===== config.mk =====
export PLATFORM = sky130hd
export DESIGN_NAME = cgsp_mul
export DESIGN_NICKNAME = d
export VERILOG_FILES = /design/src/rtl/cgsp_mul.sv
export SDC_FILE = /design/constraint.sdc
export NUM_CORES = 2
export LEC_CHECK = 0
export ABC_AREA = 1
export BUFFER_PORTS_ARGS = -buffer_cell sky130_fd_sc_hd__buf_2
export CORE_UTILIZATION = 46
export DETAILED_ROUTE_END_ITERATION = 7
export GPL_TIMING_DRIVEN = 0
export PLACE_DENSITY = 0.6
export SLEW_MARGIN = 15
export SYNTH_ARGS = -nofsm -noshare
export SYNTH_HDL_FRONTEND = slang
export SYNTH_SLANG_ARGS = --single-unit

===== constraint.sdc =====
create_clock -name clock -period 8.4 [get_ports clock]
set_input_delay 1.68 -clock clock [delete_from_list [all_inputs] [get_ports clock]]
set_output_delay 1.68 -clock clock [all_outputs]
set_load 0.005 [all_outputs]

===== src/rtl/cgsp_mul.sv =====
`timescale 1ns / 1ps
// shared signed multiplier, product registered
module cgsp_mul (
   input  logic               clock,
   input  logic signed [34:0] a,
   input  logic signed [32:0] b,
   output logic signed [63:0] prod_ff
);
   logic signed [67:0] prod_in;

   assign prod_in = a * b;

   always_ff @(posedge clock) begin
      prod_ff <= prod_in[63:0];
   end
endmodule


==> impl_metrics.tcl <==
set metrics [dict create \
    path_clk_slew_ns 0.06 \
    tritoncts "built" \
    timing.final.ws_setup_ns 0.02780 \
    yosysMostFrequentCell "inv_1" \
    cp_slowest_cell "fa_2" \
    fin_nets 6938 \
    initial_utilization 0.4655 \
    synth_area_leaders "fa_1, inv_1, nand2_1" \
    core_area_um2 91940 \
    synth_nets 6815 \
    cp-end-kind "flop" \
    worstPathRequired_ns 8.64 \
    relSlewSlack 0.3486 \
    drt_wl_total_mm 172.0 \
    wire_per_inst_um 25.51 \
    largest-register "prod_ff" \
    tightest_slew_ns 0.9770 \
    synthDistinctLibCells 34 \
    postCtsHoldBufs 0 \
    cts.sinks 64 \
    critPathBufInv 9 \
    grt_max_degree 24 \
    period_share 0.9967 \
    yosysTopAreaCell "fa_1" \
    period_needed_ns 8.372 \
    status "finished, final reports clean" \
    max_freq_mhz 119.4 \
    cap_viol_max_count 0 \
    clockBufferDepth 2 \
    gr-total-overflow 0 \
    reg_top3 "prod_ff: 64 flops" \
    drive_above_1_share 0.1164 \
    numPortBuffers 67 \
    gp_congestion 1.040 \
    yosysWarnings 0 \
    ys_seq_area_frac 0.02993 \
    synth_cells 5372 \
    rsz0062_at_grt "true" \
    rows 111 \
    path_class "input pin to flop" \
    critical_path_arrival_ns 8.62 \
    grt.total_usage 0.3766 \
    finalSetupViolCount 0 \
    cts_made_buffers 9 \
    synth_flop_cell "dfxtp_1" \
    num_io_pins 133 \
    synth_top_area_share 0.5435 \
    htree_levels 3 \
    slew_viol_final 0 \
    hold_path.class "input pin to flop" \
    hpwl_mm 148.8 \
    fp.dieW_um 307.0 \
    fin_hold_ws_ns 1.670 \
    critPathMaxFanout 10 \
    hold_violations 0 \
    synth_common_cells "inv_1, nand2_1, fa_1" \
    antenna_left 0 \
    antenna_found_initial 11 \
    first_global_vias 36620 \
    critPathLaunchType "input pin" \
    ys_ff_latch 64 \
    dieArea_um2 94270 \
    drt_iter0_markers 3096 \
    vias 35040 \
    syn-cell-area_um2 42800 \
    crit_family "adder cells" \
    avgSynthCellArea_um2 7.967 \
    largest_reg_flops 64 \
    async_flop_share 0 \
    synth_edf_count 0 \
    drc 0 \
    cts_root_buf "clkbuf_16" \
    via_per_inst 5.196 \
    post-place-ws_ns -2.350 \
    first_pass_iters 5 \
    dieHeight_um 307.0 \
    area_delta_synth_final_pct 12.37 \
    grt_pass1_wl_mm 250.8 \
    cp_slowest_stage_delay_ns 0.64 \
]
==> cells by family after synthesis <==
kind of cell,count (synthesis),synth area share
AOI/OAI and AO/OA,170,0.02172
xor gates and xnor gates,52,0.01064
DFF,64,0.02993
adders and majority gates,1374,0.6055
and+or+nand+nor,1637,0.1502
buffers and inverters,2075,0.1821
==> worst paths after layout <==
path / startpoint / end / slack [ns] / cells past startpoint
hold / removal: b[0] / prod_ff[0] / 1.67 / 3
setup / recovery: b[12] / prod_ff[63] / 0.03 / 29
==> metrics by stage <==
step,cells,area [um^2],TNS (ns),utilization
final,6744,48100,0,0.5231
after global routing,6743,48090,-0.1517,0.5231
after CTS,6708,46720,-0.05174,0.5082
after detailed placement,6684,44730,-71.40,0.4865
after global placement,6682,44690,-76.26,0.4861
after floorplan,5372,42800,0,-
==> layer usage <==
metal	global-route usage	routed length (um)
met4	0.1677	10180
met5	0	94
met2	0.5729	74950
met1	0.4985	66030
met3	0.1107	20750
==> final cells by class <==
cell class                 count  area [um^2]
timing repair buffer         112        720.7
buffer                       269         2806
tap                         1243         1555
clock buffer                   9        225.2
inverter                    1806         6799
antenna                        1        2.502
clock inverter                 7        125.1
sequential                    64         1281
fill                        9066        43840
multi-input combinational   3233        34580
==> what timing repair did <==
action | in CTS | in global routing
cloned | 0 | 1
gates resized for setup | 598 | 517
setup endpoints to repair | 46 | 40
pin swaps | 13 | 51
setup buffers | 8 | 34
==> cells in the final DEF (no fill, tap or decap), drive strengths merged <==
master and n:
o21a 2, nand3 71, a31oi 4, ha 212, o21ai 58, a21o 5, a21oi 87, nand2 1366
o21bai 7, nor3 9, clkbuf 128, o211ai 2, xor2 42, buf 262, clkinvlp 4, xnor2 10
clkinv 2, nor4 3, diode 1, nor2 162, bufinv 3, a21boi 4, or2 10, a211oi 1
nand3b 2, dfxtp 64, nand4 13, and3 1, inv 1804, fa 1162
Power is not shown: default switching activity piles up to over one toggle a cycle in this logic, so the estimate is an artifact.
